--- config.mk ---
export PLATFORM = sky130hd
export DESIGN_NAME = uri_percent_encoder_utf8_unit
export DESIGN_NICKNAME = d
export VERILOG_FILES = /design/src/rtl/core/upe_pkg.sv /design/src/rtl/core/upe_front.sv /design/src/rtl/core/upe_queue.sv /design/src/rtl/core/upe_back.sv /design/src/rtl/core/uri_percent_encoder_utf8_unit.sv
export SDC_FILE = /design/constraint.sdc
export NUM_CORES = 1
export LEC_CHECK = 0
export BUFFER_PORTS_ARGS = -buffer_cell sky130_fd_sc_hd__buf_4
export CORE_MARGIN = 5
export CORE_UTILIZATION = 40
export CTS_BUF_LIST = sky130_fd_sc_hd__clkbuf_8
export DETAILED_ROUTE_END_ITERATION = 12
export GPL_ROUTABILITY_DRIVEN = 0
export SYNTH_ARGS = -nofsm -noshare
export SYNTH_HDL_FRONTEND = slang
export SYNTH_SLANG_ARGS = --single-unit
--- constraint.sdc ---
create_clock -name aclk -period 10.45 [get_ports aclk]
set_input_delay 0 -clock aclk [delete_from_list [all_inputs] [get_ports aclk]]
set_output_delay 0 -clock aclk [all_outputs]
set_load 0.02 [all_outputs]
--- src/rtl/core/upe_pkg.sv ---
// Shared types, constants and helper functions of the URI percent encoder.
// Used by upe_front, upe_queue, upe_back and the top level; depends on nothing.

package upe_pkg;

    localparam logic [6:0] PCT_CHAR = 7'h25;

    localparam logic [1:0] CSET_UNRES = 2'd0;
    localparam logic [1:0] CSET_RES   = 2'd1;
    localparam logic [1:0] CSET_APOS  = 2'd2;
    localparam logic [1:0] CSET_BAD   = 2'd3;

    localparam logic REG_CHAR_SET = 1'b0;

    localparam int QUEUE_DEPTH = 2;
    localparam int QUEUE_PTR_W = $clog2(QUEUE_DEPTH);

    typedef enum logic [1:0] {
        TAIL_NONE,
        TAIL_LIT,
        TAIL_PCT
    } tail_kind_t;

    // One command per input byte: a number of replacement characters followed
    // by an optional literal or a run of one to four escaped bytes.
    typedef struct packed {
        logic [2:0]      nbad;
        tail_kind_t      tail;
        logic [1:0]      tcnt;
        logic [3:0][7:0] tbytes;
    } cmd_t;

    typedef struct packed {
        logic       stp;
        logic [1:0] pc;
        logic [1:0] used;
        logic [2:0] nbad;
    } fst_t;

    function automatic logic [6:0] hex_char(input logic [3:0] v);
        logic [6:0] r;
        if (v < 4'd10) begin
            r = 7'h30 + {3'b000, v};
        end else begin
            r = 7'h37 + {3'b000, v};
        end
        return r;
    endfunction

    function automatic logic [7:0] repl_byte(input logic [1:0] i);
        logic [7:0] r;
        case (i)
            2'd0: r = 8'hEF;
            2'd1: r = 8'hBF;
            2'd2: r = 8'hBD;
            default: r = 8'hBD;
        endcase
        return r;
    endfunction

    function automatic logic is_allowed(input logic [7:0] c, input logic [1:0] cset);
        logic unres;
        logic res;
        unres = (c >= 8'h41 && c <= 8'h5A) || (c >= 8'h61 && c <= 8'h7A) ||
                (c >= 8'h30 && c <= 8'h39) || c == 8'h2D || c == 8'h2E ||
                c == 8'h5F || c == 8'h7E;
        case (c)
            8'h21, 8'h23, 8'h24, 8'h26, 8'h28, 8'h29, 8'h2A, 8'h2B, 8'h2C,
            8'h2F, 8'h3A, 8'h3B, 8'h3D, 8'h3F, 8'h40, 8'h5B, 8'h5D: res = 1'b1;
            default: res = 1'b0;
        endcase
        return unres || (cset >= CSET_RES && res) || (cset >= CSET_APOS && c == 8'h27);
    endfunction

    function automatic logic [2:0] seq_len(input logic [7:0] lead);
        logic [2:0] n;
        if (lead < 8'hE0) begin
            n = 3'd2;
        end else if (lead < 8'hF0) begin
            n = 3'd3;
        end else begin
            n = 3'd4;
        end
        return n;
    endfunction

    function automatic logic is_overlong(input logic [7:0] lead, input logic [7:0] p1,
                                         input logic [2:0] n);
        logic r;
        case (n)
            3'd2: r = (lead[4:1] == 4'd0);
            3'd3: r = (lead[3:0] == 4'd0) && !p1[5];
            3'd4: r = (lead[2:0] == 3'd0) && (p1[5:4] == 2'd0);
            default: r = 1'b0;
        endcase
        return r;
    endfunction

    // The buffered lead gives one replacement; each further buffered byte
    // gives one more while the character budget lasts.
    function automatic fst_t fail_lead(input fst_t s, input logic [3:0] avail);
        fst_t r;
        r = s;
        r.nbad = r.nbad + 3'd1;
        if (s.pc > 2'd1 && !r.stp) begin
            if (avail[r.used]) begin
                r.used = r.used + 2'd1;
                r.nbad = r.nbad + 3'd1;
            end else begin
                r.stp = 1'b1;
            end
        end
        if (s.pc > 2'd2 && !r.stp) begin
            if (avail[r.used]) begin
                r.used = r.used + 2'd1;
                r.nbad = r.nbad + 3'd1;
            end else begin
                r.stp = 1'b1;
            end
        end
        r.pc = 2'd0;
        return r;
    endfunction

endpackage

--- src/rtl/core/upe_front.sv ---
// Front end: accepts source bytes, tracks UTF-8 buffering and the character budget,
// and turns each byte into at most one command. Depends on upe_pkg.

module upe_front #(
    parameter int LIMIT_BITS = 16
) (
    input  logic           aclk,
    input  logic           aresetn,
    input  logic           in_valid,
    output logic           in_ready,
    input  logic [7:0]     in_byte,
    input  logic [15:0]    char_limit,
    input  logic           end_of_string,
    input  logic [1:0]     char_set,
    input  logic           q_full,
    output logic           q_push,
    output upe_pkg::cmd_t  q_cmd
);

    localparam logic [32:0] LimMax = (33'd1 << LIMIT_BITS) - 33'd1;

    logic [7:0]            pend_reg [3];
    logic [7:0]            pend_next [3];
    logic [1:0]            pc_reg;
    logic [LIMIT_BITS-1:0] chars_left_reg;
    logic                  in_string_reg;
    logic                  stopped_reg;

    logic [32:0]           lim_wide;
    logic [LIMIT_BITS-1:0] lim_sat;
    logic [LIMIT_BITS-1:0] c_cur;
    logic [3:0]            avail;
    upe_pkg::fst_t         st;
    upe_pkg::cmd_t         cmd;
    logic                  do_start;
    logic [2:0]            n_len;
    logic                  accept;

    assign in_ready = !q_full;
    assign accept   = in_valid && in_ready;

    always_comb begin
        lim_wide = 33'(char_limit);
        lim_sat  = (lim_wide > LimMax) ? LimMax[LIMIT_BITS-1:0] : lim_wide[LIMIT_BITS-1:0];
        c_cur    = in_string_reg ? chars_left_reg : lim_sat;
        for (int k = 0; k < 4; k++) begin
            avail[k] = (c_cur > LIMIT_BITS'(k));
        end
    end

    always_comb begin
        st.stp   = in_string_reg && stopped_reg;
        st.pc    = in_string_reg ? pc_reg : 2'd0;
        st.used  = 2'd0;
        st.nbad  = 3'd0;
        cmd      = '0;
        cmd.tail = upe_pkg::TAIL_NONE;
        for (int i = 0; i < 3; i++) begin
            pend_next[i] = pend_reg[i];
        end
        do_start = 1'b0;
        n_len    = upe_pkg::seq_len(pend_reg[0]);

        if (!st.stp) begin
            if (in_byte == 8'd0) begin
                if (st.pc != 2'd0) begin
                    st = upe_pkg::fail_lead(st, avail);
                end
                st.stp = 1'b1;
                st.pc  = 2'd0;
            end else if (st.pc == 2'd0) begin
                do_start = 1'b1;
            end else if (in_byte[7:6] == 2'b10) begin
                if (({1'b0, st.pc} + 3'd1) >= n_len) begin
                    if (upe_pkg::is_overlong(pend_reg[0], pend_reg[1], n_len)) begin
                        st = upe_pkg::fail_lead(st, avail);
                        if (!st.stp) begin
                            if (avail[st.used]) begin
                                st.used = st.used + 2'd1;
                                st.nbad = st.nbad + 3'd1;
                            end else begin
                                st.stp = 1'b1;
                                st.pc  = 2'd0;
                            end
                        end
                    end else begin
                        cmd.tail      = upe_pkg::TAIL_PCT;
                        cmd.tcnt      = 2'(n_len - 3'd1);
                        cmd.tbytes[0] = pend_reg[0];
                        cmd.tbytes[1] = (n_len == 3'd2) ? in_byte : pend_reg[1];
                        cmd.tbytes[2] = (n_len == 3'd3) ? in_byte : pend_reg[2];
                        cmd.tbytes[3] = in_byte;
                        st.pc         = 2'd0;
                    end
                end else begin
                    case (st.pc)
                        2'd1: pend_next[1] = in_byte;
                        2'd2: pend_next[2] = in_byte;
                        default: ;
                    endcase
                    st.pc = st.pc + 2'd1;
                end
            end else begin
                st       = upe_pkg::fail_lead(st, avail);
                do_start = !st.stp;
            end
        end

        if (do_start) begin
            if (avail[st.used]) begin
                st.used = st.used + 2'd1;
                if (!in_byte[7]) begin
                    cmd.tail      = upe_pkg::is_allowed(in_byte, char_set) ?
                                    upe_pkg::TAIL_LIT : upe_pkg::TAIL_PCT;
                    cmd.tcnt      = 2'd0;
                    cmd.tbytes[0] = in_byte;
                end else if (in_byte[7:6] == 2'b10 || in_byte[7:3] == 5'b11111) begin
                    st.nbad = st.nbad + 3'd1;
                end else begin
                    pend_next[0] = in_byte;
                    st.pc        = 2'd1;
                end
            end else begin
                st.stp = 1'b1;
                st.pc  = 2'd0;
            end
        end

        if (end_of_string && !st.stp && st.pc != 2'd0) begin
            st = upe_pkg::fail_lead(st, avail);
        end

        cmd.nbad = st.nbad;
    end

    assign q_cmd  = cmd;
    assign q_push = accept && (cmd.nbad != 3'd0 || cmd.tail != upe_pkg::TAIL_NONE);

    always_ff @(posedge aclk) begin
        if (accept) begin
            for (int i = 0; i < 3; i++) begin
                pend_reg[i] <= pend_next[i];
            end
        end
    end

    always_ff @(posedge aclk) begin
        if (!aresetn) begin
            pc_reg         <= 2'd0;
            chars_left_reg <= '0;
            in_string_reg  <= 1'b0;
            stopped_reg    <= 1'b0;
        end else if (accept) begin
            in_string_reg  <= !end_of_string;
            stopped_reg    <= !end_of_string && st.stp;
            pc_reg         <= end_of_string ? 2'd0 : st.pc;
            chars_left_reg <= c_cur - LIMIT_BITS'(st.used);
        end
    end

endmodule

--- src/rtl/core/upe_queue.sv ---
// Short command queue between the front end and the character sequencer.
// Depends on upe_pkg.

module upe_queue (
    input  logic          aclk,
    input  logic          aresetn,
    input  logic          push,
    input  upe_pkg::cmd_t push_cmd,
    output logic          full,
    input  logic          pop,
    output logic          head_valid,
    output upe_pkg::cmd_t head_cmd
);

    upe_pkg::cmd_t                 qbuf_reg [upe_pkg::QUEUE_DEPTH];
    logic [upe_pkg::QUEUE_PTR_W-1:0] wr_ptr_reg;
    logic [upe_pkg::QUEUE_PTR_W-1:0] rd_ptr_reg;
    logic [upe_pkg::QUEUE_PTR_W:0]   count_reg;

    assign full       = (count_reg == (upe_pkg::QUEUE_PTR_W + 1)'(upe_pkg::QUEUE_DEPTH));
    assign head_valid = (count_reg != '0);
    assign head_cmd   = qbuf_reg[rd_ptr_reg];

    always_ff @(posedge aclk) begin
        if (push) begin
            qbuf_reg[wr_ptr_reg] <= push_cmd;
        end
    end

    always_ff @(posedge aclk) begin
        if (!aresetn) begin
            wr_ptr_reg <= '0;
            rd_ptr_reg <= '0;
            count_reg  <= '0;
        end else begin
            if (push) begin
                wr_ptr_reg <= wr_ptr_reg + 1'b1;
            end
            if (pop) begin
                rd_ptr_reg <= rd_ptr_reg + 1'b1;
            end
            if (push && !pop) begin
                count_reg <= count_reg + 1'b1;
            end else if (pop && !push) begin
                count_reg <= count_reg - 1'b1;
            end
        end
    end

endmodule

--- src/rtl/core/upe_back.sv ---
// Character sequencer: expands the head command into output characters, one per
// cycle unless the output stalls, into an output register. Depends on upe_pkg.

module upe_back (
    input  logic          aclk,
    input  logic          aresetn,
    input  logic          head_valid,
    input  upe_pkg::cmd_t head_cmd,
    output logic          pop,
    output logic          out_valid,
    input  logic          out_ready,
    output logic [6:0]    out_char,
    output logic          out_last
);

    logic [2:0] bad_done_reg;
    logic [1:0] idx_reg;
    logic [1:0] sub_reg;
    logic       out_valid_reg;
    logic [6:0] out_char_reg;
    logic       out_last_reg;

    logic       adv;
    logic       in_bad;
    logic [7:0] cur_byte;
    logic [6:0] cur_char;
    logic       unit_end;
    logic       is_last;

    assign adv    = head_valid && (!out_valid_reg || out_ready);
    assign in_bad = (bad_done_reg < head_cmd.nbad);

    always_comb begin
        cur_byte = in_bad ? upe_pkg::repl_byte(idx_reg) : head_cmd.tbytes[idx_reg];
        case (sub_reg)
            2'd0: cur_char = upe_pkg::PCT_CHAR;
            2'd1: cur_char = upe_pkg::hex_char(cur_byte[7:4]);
            default: cur_char = upe_pkg::hex_char(cur_byte[3:0]);
        endcase
        if (!in_bad && head_cmd.tail == upe_pkg::TAIL_LIT) begin
            cur_char = head_cmd.tbytes[0][6:0];
        end

        if (in_bad) begin
            unit_end = (sub_reg == 2'd2) && (idx_reg == 2'd2);
            is_last  = unit_end && (bad_done_reg + 3'd1 == head_cmd.nbad) &&
                       (head_cmd.tail == upe_pkg::TAIL_NONE);
        end else if (head_cmd.tail == upe_pkg::TAIL_LIT) begin
            unit_end = 1'b1;
            is_last  = 1'b1;
        end else begin
            unit_end = (sub_reg == 2'd2) && (idx_reg == head_cmd.tcnt);
            is_last  = unit_end;
        end
    end

    assign pop       = adv && is_last;
    assign out_valid = out_valid_reg;
    assign out_char  = out_char_reg;
    assign out_last  = out_last_reg;

    always_ff @(posedge aclk) begin
        if (adv) begin
            out_char_reg <= cur_char;
            out_last_reg <= is_last;
        end
    end

    always_ff @(posedge aclk) begin
        if (!aresetn) begin
            bad_done_reg  <= 3'd0;
            idx_reg       <= 2'd0;
            sub_reg       <= 2'd0;
            out_valid_reg <= 1'b0;
        end else begin
            if (adv) begin
                out_valid_reg <= 1'b1;
            end else if (out_ready) begin
                out_valid_reg <= 1'b0;
            end
            if (adv) begin
                if (is_last) begin
                    bad_done_reg <= 3'd0;
                    idx_reg      <= 2'd0;
                    sub_reg      <= 2'd0;
                end else if (in_bad && unit_end) begin
                    bad_done_reg <= bad_done_reg + 3'd1;
                    idx_reg      <= 2'd0;
                    sub_reg      <= 2'd0;
                end else if (sub_reg == 2'd2) begin
                    sub_reg <= 2'd0;
                    idx_reg <= idx_reg + 2'd1;
                end else begin
                    sub_reg <= sub_reg + 2'd1;
                end
            end
        end
    end

endmodule

--- src/rtl/core/uri_percent_encoder_utf8_unit.sv ---
// Top level of the URI percent encoder with UTF-8 checking and its register port.
// Depends on upe_pkg, upe_front, upe_queue and upe_back.

// The block takes one source byte per word and sends the encoded string one ASCII
// character per word. The back end sends one character per cycle while the output
// is not stalled. A byte causes 1 character for a literal, 3 for an escaped byte,
// up to 12 for a complete UTF-8 sequence and 9 for each replacement character, up
// to 36 in all. The output channel sets the sustained rate; a two-entry command
// queue lets the front end run ahead of the output. m_tlast marks the last
// character caused by one input byte, and a byte that causes nothing produces no
// word at all.

module uri_percent_encoder_utf8_unit #(
    parameter int LIMIT_BITS = 16
) (
    input  logic        aclk,
    input  logic        aresetn,
    input  logic        s_tvalid,
    output logic        s_tready,
    input  logic [23:0] s_tdata,   // in_byte [7:0], char_limit [23:8]
    input  logic        s_tlast,   // end_of_string
    output logic        m_tvalid,
    input  logic        m_tready,
    output logic [7:0]  m_tdata,   // out_char [6:0], zero [7]
    output logic        m_tlast,   // run_last
    input  logic        psel,
    input  logic        penable,
    input  logic        pwrite,
    input  logic [2:0]  paddr,
    input  logic [31:0] pwdata,
    output logic [31:0] prdata,
    output logic        pready
);

    logic [1:0]    char_set_reg;
    logic          cfg_write;
    logic          q_full;
    logic          q_push;
    upe_pkg::cmd_t q_cmd;
    logic          q_pop;
    logic          head_valid;
    upe_pkg::cmd_t head_cmd;
    logic [6:0]    out_char;

    assign pready    = 1'b1;
    assign cfg_write = psel && penable && pwrite && pready && (paddr[2] == upe_pkg::REG_CHAR_SET);
    assign prdata    = (paddr[2] == upe_pkg::REG_CHAR_SET) ? {30'd0, char_set_reg} : 32'd0;

    always_ff @(posedge aclk) begin
        if (!aresetn) begin
            char_set_reg <= upe_pkg::CSET_UNRES;
        end else if (cfg_write) begin
            char_set_reg <= (pwdata[1:0] == upe_pkg::CSET_BAD) ? upe_pkg::CSET_APOS : pwdata[1:0];
        end
    end

    upe_front #(
        .LIMIT_BITS(LIMIT_BITS)
    ) u_front (
        .aclk         (aclk),
        .aresetn      (aresetn),
        .in_valid     (s_tvalid),
        .in_ready     (s_tready),
        .in_byte      (s_tdata[7:0]),
        .char_limit   (s_tdata[23:8]),
        .end_of_string(s_tlast),
        .char_set     (char_set_reg),
        .q_full       (q_full),
        .q_push       (q_push),
        .q_cmd        (q_cmd)
    );

    upe_queue u_queue (
        .aclk      (aclk),
        .aresetn   (aresetn),
        .push      (q_push),
        .push_cmd  (q_cmd),
        .full      (q_full),
        .pop       (q_pop),
        .head_valid(head_valid),
        .head_cmd  (head_cmd)
    );

    upe_back u_back (
        .aclk      (aclk),
        .aresetn   (aresetn),
        .head_valid(head_valid),
        .head_cmd  (head_cmd),
        .pop       (q_pop),
        .out_valid (m_tvalid),
        .out_ready (m_tready),
        .out_char  (out_char),
        .out_last  (m_tlast)
    );

    assign m_tdata = {1'b0, out_char};

endmodule

==> summary.md <==
| Metric | Value |
|---|---|
| Mapped cell area | `8900 µm²` |
| Largest net degree at the start of global routing | `40` |
| Ys Warns | `0` |
| Initial antenna violation count | `0` |
| Worst setup SP type | `register` |
| Post-synth ARST share | `0` |
| Worst R2R Setup Slack | `approximately 3.3 ns` |
| Critical path's largest stage delay | `0.79 ns` |
| Number of synthesized flops with an enable pin | `about 110` |
| Critical R2R Launch | `u_front.pend_reg[0][5]` |
| Post-route setup TNS | `0 ns` |
| Seq cells post-synth | `144` |
| Final setup margin | `between 3 and 4 ns` |
| Die Span X | `159 µm` |
| First-pass GRT wire length | `approximately 32000 µm` |
| CTS clk-pin slew, worst paths | `roughly 0.080 ns` |
| CTS tree | `yes` |
| Buf/Inv on CP | `0` |
| Post-CTS setup buffer count | `0` |
| HP Start | `s_tdata[20]` |
| Fillers | `2100` |
| Worst setup EP type | `register` |
| Worst Tran Pin Value | `~1.1 ns` |
| Ant diodes | `0` |
| Post-synthesis sequential area ratio | `0.446` |
| Worst vdd ir | `74.2 µV` |
| Post-place setup slack | `between 3 and 4 ns` |
| Final Hold Fails | `0` |
| Power Total | `~0.0015 W` |
| Clock latency on the worst-skew pair | `around 0.45 ns` |
| Initial drt markers | `413` |
| Main area contributors after synthesis | `edfxtp_1 (37%), dfxtp_1 (7.9%), nand2_1 (4.0%), ha_1 (3.5%), mux2i_1 (3.4%)` |
| DR WL/cell | `between 15 and 20 µm` |
| Leading area contributor after synthesis | `edfxtp_1` |
| RSZ-0062 raised after global routing | `no` |
| Vias per inst | `~5.4` |
| Largest register FFs | `78` |
| Synth Instances | `865` |
| R2r worst-path depth | `25` |
| Fin Hold WS | `0.0358 ns` |
| Number of library cell types mapped by synthesis | `98` |
| Num ports | `approximately 110` |
| Vias in the first global route | `slightly above 6000` |
| Vias | `approximately 6500` |
| Hold path depth | `4` |
| Final Cycle Share | `0.686` |
| Final Cell Area | `9940 µm²` |
| Fmax | `140 MHz` |
| WL final | `slightly below 20000 µm` |
| CORE AREA | `between 20000 and 25000 µm²` |
| Clock Sinks | `between 100 and 150` |
| Outcome | `finished clean` |
| Hold-critical path endpoint | `u_front.chars_left_reg[12]` |
| Drt first pass iters | `5` |
| DP HPWL | `about 14000 µm` |
| Deepest clock path buffer count | `2` |
| Reg-to-Reg End | `u_front.chars_left_reg[14]` |
| CP Max Fanout | `20` |
| Htree depth | `4` |
| Layout cell share with drive strength beyond 1 | `0.150` |
| Tmin final | `7.17 ns` |
| Main flop type after synthesis | `edfxtp_1` |
| Most frequent cells in the layout | `edfxtp_1 (109), nand2_1 (95), buf_4 (53)` |
| Count of final max-slew check failures | `0` |
| CP delay by family, top | `simple AND/OR/NAND/NOR gates` |
| Clock skew | `~0.015 ns` |
| Cts bufs inserted | `17` |
| Nets@finish | `~1000` |
| Clk root buf | `clkbuf_8` |
| Die H | `between 150 and 200 µm` |
| DRT antenna net count | `0` |
| Pwr Density | `between 100 and 150 nW/µm²` |
| Final setup vio count | `0` |
| Starting Density | `0.407` |
| Worst min-delay path category | `primary input to register` |
| Port bufs | `46` |
| Worst path arrival time | `about 7.5 ns` |
| GRT overflow | `0` |
| Syn Area/Cell | `~10 µm²` |
| Row Count | `54` |
| Full die area | `~25000 µm²` |
| Cell Area, Placed | `9350 µm²` |
| P&R area growth vs syn | `11.6%` |
| Reported max-cap violation count | `0` |
| Req. time, crit path | `10.77 ns` |
| LEAKAGE | `between 3 and 4 nW` |
| CP Class | `register to register` |
| Commonest non-fill, non-tap cell in the layout | `edfxtp_1` |
| Residual DRC | `0` |
| Max transition margin | `0.242` |
| CP max-delay cell | `nor2_1` |
| GRT Total Usage | `0.154` |
| WP depth | `25` |
| Top cell type's share of synthesized area | `0.368` |
[metal layers]
layer	global-route usage	vias to the layer above	wire, µm
met3	0.0285	25	900
met1	0.220	3086	9480
met2	0.243	146	8940
met4	0.0399	0	282
met5	0	-	0
li1	-	3249	-
[worst max-delay path by stage]
stage,from,end,slack [ns]
global route,u_front.pend_reg[0][6],u_front.chars_left_reg[14],2.68
detailed placement,u_front.pend_reg[0][5],u_front.chars_left_reg[14],3.42
floorplan,u_front.in_string_reg,u_queue.qbuf_reg[0][0],3.06
CTS,u_front.pend_reg[0][5],u_front.chars_left_reg[14],3.39
global placement,u_front.pend_reg[0][5],u_front.chars_left_reg[14],3.46
finish,u_front.pend_reg[0][5],u_front.chars_left_reg[14],3.28
[power breakdown]
group / total, W / leakage (nW) / internal, W / switching [W]
clock network: 0.000376 / 0.158 / 0.000161 / 0.000215
logic: 0.000375 / 2.11 / 0.000150 / 0.000225
registers: 0.000728 / 1.28 / 0.000691 / 0.0000369
total: 0.00148 / 3.55 / 0.00100 / 0.000478
[cell usage after synthesis, drive strengths merged (6+ instances only)]
master	count
ha	25
nor2	53
a21oi	51
dfxtp	35
nand2b	13
clkbuf	35
edfxtp	109
a21boi	14
o211ai	8
a22o	7
and2	28
o31ai	6
a31oi	9
o21ai	52
nor3	17
nor2b	22
nor4	7
nor4b	6
xor2	17
a22oi	9
or3	8
inv	27
nand2	95
nand3	13
mux4	9
and3	8
mux2i	32
xnor2	14
buf	40
[through the flow]
stage,utilization,std cells
after floorplan,-,897
after global placement,0.427,1155
after detailed placement,0.427,1155
after CTS,0.454,1213
after global routing,0.454,1213
final,0.454,1213
[final cells by class]
type	count	area, µm²	share of cell area
clock buffers	17	234	0.0235
clock inverters	15	93.8	0.00944
inverters	28	105	0.0106
multi-input cells	650	4520	0.455
flip-flops and latches	144	3980	0.400
well taps	280	350	0.0353
repair buffers	79	658	0.0662
[worst reg2reg max path, cell delays in order, from the launching register on]
cell and delay (ns):
edfxtp_1 0.40, nand2_1 0.39, nor2_1 0.79, ha_1 0.37, nor2b_1 0.13, o21a_1 0.22
o211ai_1 0.14, and3_1 0.32, a21oi_1 0.38, and2_1 0.37, mux2i_2 0.14, a211oi_2 0.45
nor3_2 0.14, or3_1 0.38, xnor2_1 0.23, ha_1 0.23, fa_1 0.30, o211ai_1 0.26
nor2_1 0.41, nand2_1 0.24, nor3_1 0.22, xnor2_1 0.15, nor2_1 0.05, a31o_2 0.22
nand2_1 0.05, a21boi_0 0.07
[cells by family (layout without fill, tap and decap cells)]
logic type      after synthesis  count (layout)  share of synthesized area
simple gates                296             296                      0.175
compound gates              217             217                      0.182
fa+ha+maj                    26              26                     0.0374
buf+inv                     103             139                     0.0603
flops                       144             144                      0.446
xor+xnor                     31              31                     0.0313
other cells                   2              34                   0.000843
mux                          46              46                     0.0673
[timing repair]
item	CTS	global route
hold buffers	26	0
hold endpoints to repair	62	0
gates resized for setup	0	0
No activity file was read; power rests on OpenSTA's default activity.
